==> config.mk <==
export PLATFORM = sky130hd
export DESIGN_NAME = gamepad_frame_receiver_unit
export DESIGN_NICKNAME = d
export VERILOG_FILES = /design/src/gfr_pkg.sv /design/src/gfr_front.sv /design/src/gfr_cmd_fifo.sv /design/src/gfr_back.sv /design/src/gamepad_frame_receiver_unit.sv
export SDC_FILE = /design/constraint.sdc
export NUM_CORES = 1
export LEC_CHECK = 0
export ABC_AREA = 1
export BUFFER_PORTS_ARGS = -buffer_cell sky130_fd_sc_hd__buf_2
export CORE_MARGIN = 8
export CORE_UTILIZATION = 45
export DETAILED_ROUTE_END_ITERATION = 10
export PLACE_DENSITY = 0.6
export SLEW_MARGIN = 20
export SYNTH_ARGS = -nofsm -noshare
export SYNTH_HDL_FRONTEND = slang
export SYNTH_SLANG_ARGS = --single-unit
==> constraint.sdc <==
create_clock -name clk -period 7.2 [get_ports clk]
set_input_delay 1.44 -clock clk [delete_from_list [all_inputs] [get_ports clk]]
set_output_delay 1.44 -clock clk [all_outputs]
set_load 0.01 [all_outputs]
==> src/gfr_pkg.sv <==
package gfr_pkg;

	// Frame geometry and protocol constants.
	localparam int STATE_BYTES = 8;
	localparam int POS_W = 4;
	localparam logic [7:0] HEADER_BYTE = 8'h7a;
	localparam logic [3:0] DPAD_MASK = 4'hf;
	localparam logic [POS_W-1:0] LEN_ANALOG = POS_W'(14);
	localparam logic [POS_W-1:0] LEN_DIGITAL = POS_W'(12);
	localparam logic [POS_W-1:0] PAYLOAD_START = POS_W'(4);
	localparam logic [POS_W-1:0] PAYLOAD_END = POS_W'(4 + STATE_BYTES);
	localparam int CAP_IDX_W = $clog2(STATE_BYTES);

	// Depth of the command queue between front and back.
	localparam int CMD_DEPTH = 2;
	localparam int CMD_PTR_W = $clog2(CMD_DEPTH);
	localparam int CMD_CNT_W = $clog2(CMD_DEPTH + 1);

	// Report status codes.
	localparam logic [1:0] STATUS_GOOD = 2'd0;
	localparam logic [1:0] STATUS_BAD = 2'd1;
	localparam logic [1:0] STATUS_CLEAR = 2'd2;

	typedef struct packed {
		logic op;
		logic [7:0] rx_byte;
	} item_t;

	typedef struct packed {
		logic [1:0] status;
		logic [7:0] buttons_low;
		logic [7:0] buttons_high;
		logic [7:0] left_x;
		logic [7:0] left_y;
		logic [7:0] right_x;
		logic [7:0] right_y;
		logic [7:0] left_trigger;
		logic [7:0] right_trigger;
	} result_t;

	// Command from the frame tracker to the report stage.
	typedef struct packed {
		logic [1:0] status;
		logic [STATE_BYTES-1:0][7:0] state_bytes;
	} cmd_t;

endpackage

==> src/gfr_front.sv <==
module gfr_front (
	input  logic clk,
	input  logic arst_n,
	input  logic analog_mode,
	input  logic accept,
	input  gfr_pkg::item_t item,
	output logic cmd_push,
	output gfr_pkg::cmd_t cmd
);
	import gfr_pkg::*;

	logic [POS_W-1:0] pos_q;
	logic [7:0] xor_q;
	logic hdr_q;
	logic [STATE_BYTES-1:0][7:0] capture_q;

	logic [POS_W-1:0] last_pos;
	logic frame_end;
	logic in_payload;
	logic [POS_W-1:0] cap_off;
	logic good;

	assign last_pos = analog_mode ? (LEN_ANALOG - POS_W'(1)) : (LEN_DIGITAL - POS_W'(1));
	assign frame_end = (pos_q >= last_pos);
	assign in_payload = (pos_q >= PAYLOAD_START) && (pos_q < PAYLOAD_END);
	assign cap_off = pos_q - PAYLOAD_START;
	assign good = hdr_q && (item.rx_byte == xor_q);

	always_comb begin
		cmd_push = accept && (item.op || frame_end);
		cmd.state_bytes = capture_q;
		if (!analog_mode) begin
			// Digital frames carry trailer and checksum where the triggers would be.
			cmd.state_bytes[6] = 8'h00;
			cmd.state_bytes[7] = 8'h00;
		end
		if (item.op) begin
			cmd.status = STATUS_CLEAR;
		end else if (good) begin
			cmd.status = STATUS_GOOD;
		end else begin
			cmd.status = STATUS_BAD;
		end
	end

	always_ff @(posedge clk or negedge arst_n) begin
		if (!arst_n) begin
			pos_q <= '0;
			xor_q <= '0;
			hdr_q <= 1'b0;
		end else if (accept) begin
			if (item.op || frame_end) begin
				pos_q <= '0;
				xor_q <= '0;
				hdr_q <= 1'b0;
			end else begin
				if (pos_q == '0) begin
					hdr_q <= (item.rx_byte == HEADER_BYTE);
				end
				xor_q <= xor_q ^ item.rx_byte;
				pos_q <= pos_q + POS_W'(1);
			end
		end
	end

	// Every capture slot that a good frame commits is rewritten within that frame.
	always_ff @(posedge clk) begin
		if (accept && !item.op && !frame_end && in_payload) begin
			capture_q[cap_off[CAP_IDX_W-1:0]] <= item.rx_byte;
		end
	end

	a_pos_range: assert property (@(posedge clk) disable iff (!arst_n)
		pos_q <= (LEN_ANALOG - POS_W'(1)))
		else $error("frame position ran past the longest frame");

	a_restart: assert property (@(posedge clk) disable iff (!arst_n)
		cmd_push |=> (pos_q == '0) && (xor_q == '0) && !hdr_q)
		else $error("frame tracker did not restart after a report");

endmodule

==> src/gfr_cmd_fifo.sv <==
module gfr_cmd_fifo (
	input  logic clk,
	input  logic arst_n,
	input  logic push,
	input  gfr_pkg::cmd_t din,
	output logic full,
	input  logic take,
	output logic valid,
	output gfr_pkg::cmd_t dout
);
	import gfr_pkg::*;

	cmd_t mem_q [CMD_DEPTH];
	logic [CMD_PTR_W-1:0] wr_ptr_q;
	logic [CMD_PTR_W-1:0] rd_ptr_q;
	logic [CMD_CNT_W-1:0] count_q;

	logic do_push;
	logic do_take;

	assign full = (count_q == CMD_CNT_W'(CMD_DEPTH));
	assign valid = (count_q != '0);
	assign dout = mem_q[rd_ptr_q];
	assign do_push = push && !full;
	assign do_take = take && valid;

	always_ff @(posedge clk or negedge arst_n) begin
		if (!arst_n) begin
			wr_ptr_q <= '0;
			rd_ptr_q <= '0;
			count_q <= '0;
		end else begin
			if (do_push) begin
				wr_ptr_q <= (wr_ptr_q == CMD_PTR_W'(CMD_DEPTH - 1)) ? '0 : wr_ptr_q + CMD_PTR_W'(1);
			end
			if (do_take) begin
				rd_ptr_q <= (rd_ptr_q == CMD_PTR_W'(CMD_DEPTH - 1)) ? '0 : rd_ptr_q + CMD_PTR_W'(1);
			end
			if (do_push && !do_take) begin
				count_q <= count_q + CMD_CNT_W'(1);
			end else if (do_take && !do_push) begin
				count_q <= count_q - CMD_CNT_W'(1);
			end
		end
	end

	always_ff @(posedge clk) begin
		if (do_push) begin
			mem_q[wr_ptr_q] <= din;
		end
	end

	a_no_drop: assert property (@(posedge clk) disable iff (!arst_n)
		!(push && full))
		else $error("command pushed into a full queue");

endmodule

==> src/gfr_back.sv <==
module gfr_back (
	input  logic clk,
	input  logic arst_n,
	input  logic analog_mode,
	input  logic cmd_valid,
	input  gfr_pkg::cmd_t cmd,
	output logic cmd_take,
	input  logic pop,
	output logic empty,
	output gfr_pkg::result_t result
);
	import gfr_pkg::*;

	logic [STATE_BYTES-1:0][7:0] committed_q;
	logic out_valid_q;
	result_t result_q;

	logic [STATE_BYTES-1:0][7:0] committed_next;
	result_t report;

	assign cmd_take = cmd_valid && (!out_valid_q || pop);
	assign empty = !out_valid_q;
	assign result = result_q;

	always_comb begin
		case (cmd.status)
			STATUS_GOOD: committed_next = cmd.state_bytes;
			STATUS_CLEAR: committed_next = '0;
			default: committed_next = committed_q;
		endcase
	end

	// Remap the committed state bytes into the report layout.
	always_comb begin
		logic [7:0] s0;
		logic [7:0] s1;
		s0 = committed_next[0];
		s1 = committed_next[1];
		report.status = cmd.status;
		report.buttons_low = {s1[7], s1[6], s0[5], s0[4], s1[3:0] & DPAD_MASK};
		report.buttons_high = {s0[0], s0[3], s0[1], s0[2], 1'b0, s0[5] & s0[4], s0[7], s0[6]};
		report.left_x = committed_next[2];
		report.left_y = committed_next[3];
		report.right_x = committed_next[4];
		report.right_y = committed_next[5];
		report.left_trigger = analog_mode ? committed_next[6] : 8'h00;
		report.right_trigger = analog_mode ? committed_next[7] : 8'h00;
	end

	always_ff @(posedge clk or negedge arst_n) begin
		if (!arst_n) begin
			committed_q <= '0;
			out_valid_q <= 1'b0;
		end else begin
			if (cmd_take) begin
				committed_q <= committed_next;
				out_valid_q <= 1'b1;
			end else if (pop) begin
				out_valid_q <= 1'b0;
			end
		end
	end

	always_ff @(posedge clk) begin
		if (cmd_take) begin
			result_q <= report;
		end
	end

	a_clear_zero: assert property (@(posedge clk) disable iff (!arst_n)
		(cmd_take && (cmd.status == STATUS_CLEAR)) |=>
			(committed_q == '0) && (result_q.buttons_low == 8'h00)
			&& (result_q.buttons_high == 8'h00))
		else $error("reset report did not clear the state");

endmodule

==> src/gamepad_frame_receiver_unit.sv <==
// Gamepad frame receiver.
// Input channel: a beat carries one item (op, rx_byte) and is taken on a rising edge
// with push high and full low. op low delivers a controller byte; op high clears the
// frame position and the committed state, and yields a report with status "cleared".
// Bytes are counted into frames of 14 bytes (analog_mode high) or 12 (analog_mode low).
// The frame end yields one report: status good or bad plus the remapped buttons, sticks
// and triggers. Bytes inside a frame yield nothing.
// Result channel: the oldest report is on result while empty is low, and is taken on a
// rising edge with pop high. Configuration: the analog_mode bit is written on a beat
// with cfg_valid and cfg_ready high; cfg_ready is always high.
// A report passes through the command queue and is then registered onto the result port.
// Throughput: one input beat per cycle while full is low; the report stage drains one
// queued command a cycle, so a stream of reset items also runs at one per cycle while
// pop keeps up. When the receiver stalls, reports back up into the two-entry command
// queue, full rises and input is held off; bytes inside a frame are then held off too.
// At reset the frame position, checksum and committed state are zero, analog_mode is 1
// and no report is waiting.
module gamepad_frame_receiver_unit (
	input  logic clk,
	input  logic arst_n,
	input  logic push,
	output logic full,
	input  gfr_pkg::item_t item,
	output logic empty,
	input  logic pop,
	output gfr_pkg::result_t result,
	input  logic cfg_valid,
	output logic cfg_ready,
	input  logic cfg_data
);
	import gfr_pkg::*;

	logic analog_mode_q;
	logic accept;
	logic cmd_push;
	cmd_t cmd_in;
	logic cmd_full;
	logic cmd_take;
	logic cmd_valid;
	cmd_t cmd_out;

	// Always ready; the user must write only while idle; the block does not check it.
	assign cfg_ready = 1'b1;

	always_ff @(posedge clk or negedge arst_n) begin
		if (!arst_n) begin
			analog_mode_q <= 1'b1;
		end else if (cfg_valid && cfg_ready) begin
			analog_mode_q <= cfg_data;
		end
	end

	// Input is held off whenever the command queue cannot take another report.
	assign full = cmd_full;
	assign accept = push && !cmd_full;

	gfr_front u_front (
		.clk(clk),
		.arst_n(arst_n),
		.analog_mode(analog_mode_q),
		.accept(accept),
		.item(item),
		.cmd_push(cmd_push),
		.cmd(cmd_in)
	);

	gfr_cmd_fifo u_cmd_fifo (
		.clk(clk),
		.arst_n(arst_n),
		.push(cmd_push),
		.din(cmd_in),
		.full(cmd_full),
		.take(cmd_take),
		.valid(cmd_valid),
		.dout(cmd_out)
	);

	gfr_back u_back (
		.clk(clk),
		.arst_n(arst_n),
		.analog_mode(analog_mode_q),
		.cmd_valid(cmd_valid),
		.cmd(cmd_out),
		.cmd_take(cmd_take),
		.pop(pop),
		.empty(empty),
		.result(result)
	);

endmodule

==> Yosys cells after proc, flatten, opt, wreduce, memory -nomap -nowiden <==
Memories as Yosys holds them, arrays and structs flattened.
Cells that the tools add are included.
{ "classes": {"add_sub_neg": 6, "n_lt_le_gt_ge": 5, "n_eq_ne": 4, "n_mux": 20, "bitwise": 2, "reduce_logical": 28} }
{ "ops": {"columns": ["operator", "count"], "rows": [
  ["$pmux 64 s2", 1],
  ["$bwmux 64", 1],
  ["$demux 8 s3", 1],
  ["$mux 16", 1],
  ["$mux 8", 2],
  ["$logic_and 1x1->1", 13],
  ["$mux 1", 9],
  ["$eq 8x7->1 const B", 1],
  ["$eq 8x8->1", 1],
  ["$reduce_bool 2->1", 4],
  ["$xor 8x8->8", 1],
  ["$logic_not 1->1", 6],
  ["$mux 2", 3],
  ["$add 4x1->4 const B", 1],
  ["$eq 2x2->1 const B", 2],
  ["$ge 4x3->1 const B", 1],
  ["$ge 4x4->1", 1],
  ["$logic_not 4->1", 1],
  ["$lt 3x4->1 const B", 1],
  ["$lt 4x4->1 const B", 1],
  ["$mux 4", 1],
  ["$ge 3x1->1 const B", 1],
  ["$mux 3", 1],
  ["$sub 3x3->3 const B", 1],
  ["other kinds (7)", 9]
]} }
{ "totals": {"ff_bits": 210, "ramBits": 132, "in_bits": 15, "n_memories": 1} }
{ "mem_list": {"columns": ["memory", "depth", "width", "rd", "rd_ports_with_merged_regs", "write_ports", "line_no", "text"], "rows": [
  ["u_cmd_fifo.mem_q", 2, 66, 1, 0, 1, "gfr_cmd_fifo.sv:13", "cmd_t mem_q [CMD_DEPTH];"]
]} }

==> Longest topological paths before layout <==
Gate-level depths: netlist of the first run.
{ "depth": {"depth_word": 9, "ltp_mapped": 14} }

==> Modules after synthesis <==
From an unflattened synthesis of the first run, not the netlist that was laid out.
{ "unflattened": {"hier_cells": 1238, "hier_area_um2": 13705.6} }
{ "modules_own_cells": {"columns": ["module", "n_inst", "cells_per_inst", "area_each_um2"], "rows": [
  ["gfr_back", 1, 554, 5235.0],
  ["gfr_cmd_fifo", 1, 377, 5043.6],
  ["gfr_front", 1, 298, 3367.0],
  ["gamepad_frame_receiver_unit", 1, 9, 60.1]
]} }

==> Worst setup path after synthesis of the first run <==
No wires, ideal clock.
{ "synth_timing": {"kind": "input to register", "start": "input push", "end": "memory u_cmd_fifo.mem_q[1][0] (netlist name) (enable)", "setup_ps": 486, "arrival_ps": 4498, "required_time_ps": 6714, "setup_slack_ps": 2215, "stages": 4, "path_cell_list": "inv_1 nor2_1 nand2_1 nor2_1"} }
{ "synth_between": {"elab_chain_len": 5} }
{ "synth_rtl": {"columns": ["item", "line_no", "text"], "rows": [
  ["from (decl)", "gamepad_frame_receiver_unit.sv:21", "input logic push,"],
  ["$logic_and 1x1->1", "gamepad_frame_receiver_unit.sv:55", "assign accept = push && !cmd_full;"],
  ["$logic_and 1x1->1", "gfr_front.sv:30", "cmd_push = accept && (item.op || frame_end);"],
  ["$logic_and 1x1->1", "gfr_cmd_fifo.sv:24", "assign do_push = push && !full;"],
  ["$mux 1", "gfr_cmd_fifo.sv:48", "if (do_push) begin"],
  ["$mux 1 (implied by the code)", "gfr_cmd_fifo.sv:49", "mem_q[wr_ptr_q] <= din;"],
  ["to (decl)", "gfr_cmd_fifo.sv:13", null]
]} }
Every way passes these cells.

==> Worst setup path in the final report of the first run <==
{ "layout_timing": {"start": "register analog_mode_q", "end": "memory u_cmd_fifo.mem_q[1][18] (netlist name) (enable)"} }
{ "layout_between": {"elab_chain_len": 7} }
{ "layout_rtl": {"columns": ["item", "line_no", "text"], "rows": [
  ["from (decl)", "gamepad_frame_receiver_unit.sv:33", "logic analog_mode_q;"],
  ["from (signal assigned)", "gamepad_frame_receiver_unit.sv:49", "analog_mode_q <= cfg_data;"],
  ["$mux 3", "gfr_front.sv:23", "assign last_pos = analog_mode ? (LEN_ANALOG - POS_W'(1)) : (LEN_DIGITAL - POS_W'(1));"],
  ["$ge 4x4->1", "gfr_front.sv:24", "assign frame_end = (pos_q >= last_pos);"],
  ["$logic_or 1x1->1", "gfr_front.sv:30", null],
  ["$logic_and 1x1->1", "gfr_front.sv:30", null],
  ["$logic_and 1x1->1", "gfr_cmd_fifo.sv:24", null],
  ["$mux 1", "gfr_cmd_fifo.sv:48", null],
  ["$mux 1 (implied by the code)", "gfr_cmd_fifo.sv:49", null]
]} }
Every way passes these cells.

==> run metrics, run 1 <==
status completed; worst path required time 7.33 ns; Clock transition at path regs 0.06 ns; Final Wtd Congestion 0.763; # hold bufs at CTS 0; period utilization 0.529; Switching Fraction 0.338; TNS Setup 0 ns; switching power 2130 µW; Post-layout nets 1,287; Site Rows 63; Syn Area/Cell 11.2 µm²; WL/cell 15.9 µm; first-pass GRT wire length 43,800 µm; largest net degree at the start of global routing 80; I/O pin count 84; CTS Buf Count 36; CP Class reg2reg; core area 29,400 µm²; Clk pwr share 0.285; 1st-iter DRT viols 685; worst relative slew slack 0.370; Synth-to-Final Area Change 13.9%; Slew Viols, Final 0; CP cell instances clkinv_1 -> ha_1 -> nand2_1 -> inv_1 -> nand2_1 -> nand2_1 -> nand2_1 -> nor2_4 -> buf_4; logic gate share of total power 0.270; Synth area leader edfxtp_1; Fillers 2,566; antenna violations before repair 0; Die Footprint 35,300 µm²; power per cell area 417 nW/µm²; layout cell share with drive strength beyond 1 0.143; post-detail-place hpwl 16,300 µm; Worst path max stage delay 0.73 ns; Post-Route WL 26,800 µm; internal power 4190 µW; Seq/Total Area, Yosys 0.728; Port Buffers 81; post-synth cell types 30; top post-synthesis cells by count nand2_1 (555), edfxtp_1 (255), dfrtp_1 (80); clock latency on the worst-skew pair 0.50 ns; worst-case clock buffer depth 3; register-to-register setup slack 3.39 ns; die height 188 µm; post-synth net total 1,209; HP Class reg2reg; Max FO, Critical Path 44; vias in the first global route 8,061; final setup fails 0; measured slew at the worst slew-check pin 0.946 ns; postcts setup bufs 0; PostCTS Resize Cnt 0; number of diodes 0; RSZ-0062 raised after global routing false; Area contributors post-synth edfxtp_1 (58%), nand2_1 (16%), dfrtp_1 (15%); CP Launch Type flip-flop; clk sink count 336; Starting Density 0.452; Via density 4.79; DRC 0; P_leak 0.00674 µW; drt pass-1 iters 5; ANT nets after route 0; synthesized area 13,300 µm²; ys async rst share 0.241; final core utilization 0.515; minimum clock period 3.81 ns; GRT Residual Overflow 0; Main synth FF type edfxtp_1; crit path capture type flip-flop; slowest cell on the critical path dfstp_2; CTS root buffer clkbuf_16; most frequent CP cell nand2_1; Flop pwr share 0.444; Die Span X 188 µm; top-area cell type share of the netlist area 0.576; H-tree depth 2; clock skew 0.00962 ns; Synth Register Bits 336; critical path arrival 3.94 ns; CTS tree yes; total track usage 0.154; Fin. Hold Viols 0; f_max 262 MHz; Yosys warning total 0; Worst VDD drop 0.000296 V; max-cap violations 0; cell with the most instances after synthesis nand2_1; number of synthesized flops with an enable pin 255; Cells after Synth 1,188; routed via count 8,060
[cell families (layout without fill, tap and decap cells)]
| kind of cell | Yosys count | after routing | share of synthesized area |
|---|---|---|---|
| compound gates | 27 | 27 | 0.0153 |
| xor+xnor | 6 | 6 | 0.00395 |
| fa+ha+maj | 6 | 6 | 0.00564 |
| buf+inv | 143 | 247 | 0.0489 |
| flops | 336 | 336 | 0.728 |
| other cells | 2 | 2 | 0.000565 |
| simple gates | 668 | 668 | 0.197 |
[cell usage in the layout (no fill, tap or decap), types with 4 or more instances in the layout]
| master | Yosys | layout |
|---|---|---|
| clkinv_2 | 0 | 7 |
| xor2_1 | 5 | 5 |
| o21ai_2 | 14 | 13 |
| nand3_1 | 66 | 66 |
| clkbuf_1 | 8 | 8 |
| nand2_1 | 555 | 555 |
| buf_4 | 8 | 11 |
| clkbuf_16 | 0 | 37 |
| clkinv_1 | 1 | 4 |
| buf_2 | 19 | 80 |
| nor2_1 | 40 | 39 |
| o21ai_0 | 5 | 5 |
| dfrtp_1 | 80 | 79 |
| ha_1 | 6 | 6 |
| inv_2 | 16 | 15 |
| inv_1 | 75 | 74 |
| edfxtp_1 | 255 | 255 |
[stage by stage]
| stage | cells | setup slack [ns] | hold slack (ns) | cell area [µm²] | power (µW) |
|---|---|---|---|---|---|
| after global placement | 1618 | 3.45 | 0.427 | 14000 | 4560 |
| after detailed placement | 1618 | 3.33 | 0.429 | 14000 | 4590 |
| after global routing | 1682 | 3.04 | 0.442 | 15100 | 6730 |
| after CTS | 1682 | 3.33 | 0.437 | 15100 | 6400 |
| after floorplan | 1188 | 2.22 | 0.421 | 13300 | 4050 |
| final | 1682 | 3.39 | 0.435 | 15100 | 6320 |
[worst max-delay path: cells and delay by family (launching register included)]
| family | cells | cell delay [ns] |
|---|---|---|
| adder cells (fa/ha/maj) | 1 | 0.52 |
| buffers and inverters | 3 | 1.27 |
| flip-flops | 1 | 0.73 |
| AND/OR/NAND/NOR | 5 | 0.87 |
[power groups by stage]
stage               Sequential, µW  Combinational [µW]  Clock (µW)
floorplan                     2910                1140           0
global placement              2840                1720           0
detailed placement            2850                1740           0
CTS                           2810                1750        1840
global route                  2860                1960        1920
finish                        2810                1710        1800
[layout make-up]
cell class                      count  area (µm²)  share of cell area
Inverter                           92         349              0.0230
Tap cell                          390         488              0.0322
Clock buffer                       48         997              0.0658
Sequential cell                   336        9690               0.640
Multi-Input combinational cell    709        2980               0.197
Timing Repair Buffer               91         483              0.0319
Clock inverter                     16         165              0.0109
[path summary, 6_finish.rpt]
kind                                            from                                end  cells after the start
max in group asynchronous                     arst_n    u_cmd_fifo.rd_ptr_q$_DFFE_PN0P_                      2
setup / recovery           analog_mode_q$_DFFE_PN1P_  u_cmd_fifo.mem_q[1][18]$_DFFE_PP_                      9
min in group asynchronous                     arst_n       u_front.xor_q[4]$_DFFE_PN0P_                      1
setup reg to reg           analog_mode_q$_DFFE_PN1P_  u_cmd_fifo.mem_q[1][18]$_DFFE_PP_                      9
hold reg to reg            u_front.cmd[21]$_DFFE_PP_  u_cmd_fifo.mem_q[0][21]$_DFFE_PP_                      0
hold / removal             u_front.cmd[21]$_DFFE_PP_  u_cmd_fifo.mem_q[0][21]$_DFFE_PP_                      0
[sequential cells by signal (all words and copies together), names as in the netlist, 2 cells and up]
register	count
u_front.xor_q	8
u_back.committed_q	62
u_front.cmd	46
u_front.pos_q	4
u_front.capture_q	16
u_cmd_fifo.count_q	2
u_cmd_fifo.mem_q	128
u_back.result	65
[routing by layer]
metal / routed length, µm / global-route usage / share of wire
met3: 1260 / 0.0284 / 0.047
met4: 600 / 0.0461 / 0.022
met2: 11800 / 0.240 / 0.44
met1: 13100 / 0.219 / 0.49
met5: 0 / 0 / 0
Power figures use the tool's default switching activity.
==> inputs of run 2 (changes only) <==
Settings changed: PLACE_DENSITY 0.6 to 0.62.
Clock period 7.2 ns to 3.3 ns, I/O delays scaled along.
==> run metrics, run 2 (synthesis results as in run 1) <==
I/O pin count 84; crit path capture type flip-flop; number of diodes 0; Site Rows 63; Die Span X 188 µm; WL/cell 15.8 µm; HP Class in2async; Die Footprint 35,300 µm²; routed via count 8,044; 1st-iter DRT viols 766; die height 188 µm; largest net degree at the start of global routing 81; Biggest register u_cmd_fifo.mem_q; Slew Viols, Final 0; CTS root buffer clkbuf_16; CTS Buf Count 34; worst path required time 3.43 ns; layout cell share with drive strength beyond 1 0.150; clk sink count 336; TNS Setup 0 ns; final core utilization 0.519; Final Wtd Congestion 0.759; ANT nets after route 0; final hold slack 0.188 ns; Worst VDD drop 0.000396 V; Place WS 0.435 ns; vias in the first global route 7,761; Post-layout nets 1,293; postcts setup bufs 0; RSZ-0062 raised after global routing false; register-to-register setup slack 0.49 ns; DRC 0; worst relative slew slack 0.345; first-pass GRT wire length 43,400 µm; Power, Total 13,800 µW; power per cell area 908 nW/µm²; H-tree depth 2; post-detail-place hpwl 16,700 µm; Via density 4.77; Synth-to-Final Area Change 14.6%; number of flip-flops in the largest register 128; Fillers 2,537; Fin. Hold Viols 0; worst-case clock buffer depth 3; period utilization 0.851; PostCTS Resize Cnt 0; drt pass-1 iters 5; max-cap violations 0; Port Buffers 81; final setup margin 0.493 ns; commonest non-fill, non-tap cell in the layout nand2_1; GRT Residual Overflow 0; CTS tree yes; reg-to-reg endpoint u_front.capture_q[54]$_DFFE_PP_; worst r2r src analog_mode_q$_DFFE_PN1P_; clock skew 0.0131 ns; P_leak 0.00678 µW; clock latency on the worst-skew pair 0.50 ns; status completed; measured slew at the worst slew-check pin 0.982 ns; f_max 356 MHz; critical path arrival 2.94 ns; depth of the most critical reg-to-reg path 6; Max FO, Critical Path 18; CP Class reg2reg; # hold bufs at CTS 0; core area 29,400 µm²; Sequential cell area 9690 µm²; Post-Route WL 26,700 µm; total track usage 0.153; final setup fails 0; CP Launch Type flip-flop; antenna violations before repair 0; area of the multi-input gates 2980 µm²; Clock transition at path regs 0.06 ns; Starting Density 0.452; minimum clock period 2.81 ns; commonest cells after routing, fill and taps aside nand2_1 (555), edfxtp_1 (255), buf_2 (80)
[run 2: per-stage QoR]
step                      area (µm²)  std cells
after floorplan                13300       1188
after global placement         14100       1626
after detailed placement       14100       1626
after CTS                      15200       1688
after global routing           15200       1688
final                          15200       1688
[run 2: area by class of cell]
class / instances / share of cell area
flip-flops and latches: 336 / 0.635
multi-input cells: 709 / 0.195
clock buffers: 41 / 0.0624
repair buffers: 99 / 0.0381
well taps: 390 / 0.0320
inverters: 92 / 0.0231
clock inverters: 21 / 0.0139
[run 2: power breakdown]
group	switching [µW]	internal, µW
Sequential	361	5720
Combinational	2740	1100
Clock	1550	2370
Total	4650	9200
[run 2: how the worst max path moves through the flow]
stage                               from                               end  slack (ns)  cells past startpoint
2_1_floorplan  analog_mode_q$_DFFE_PN1P_  u_cmd_fifo.mem_q[1][0]$_DFFE_PP_        0.22                     10
3_3_place_gp   analog_mode_q$_DFFE_PN1P_   u_front.capture_q[56]$_DFFE_PP_        0.47                      7
3_5_place_dp   analog_mode_q$_DFFE_PN1P_         u_front.cmd[25]$_DFFE_PP_        0.43                      7
4_1_cts        analog_mode_q$_DFFE_PN1P_         u_front.cmd[26]$_DFFE_PP_        0.43                      6
5_1_grt        analog_mode_q$_DFFE_PN1P_         u_front.cmd[43]$_DFFE_PP_        0.17                      6
6_report       analog_mode_q$_DFFE_PN1P_   u_front.capture_q[54]$_DFFE_PP_        0.49                      6
[run 2: worst max-delay path, stage by stage, from the launching register on]
cell and delay (ns):
dfstp_2 0.72, clkinv_1 0.15, ha_1 0.22, a21oi_1 0.16, a21boi_0 0.26, nand3_1 0.33
nor2_1 0.61
[run 2: per-layer routing]
metal	up-vias	track usage	wire, µm
li1	4006	-	-
met1	3771	0.226	13000
met2	228	0.227	11600
met3	39	0.0319	1550
met4	0	0.0415	506
met5	-	0	0
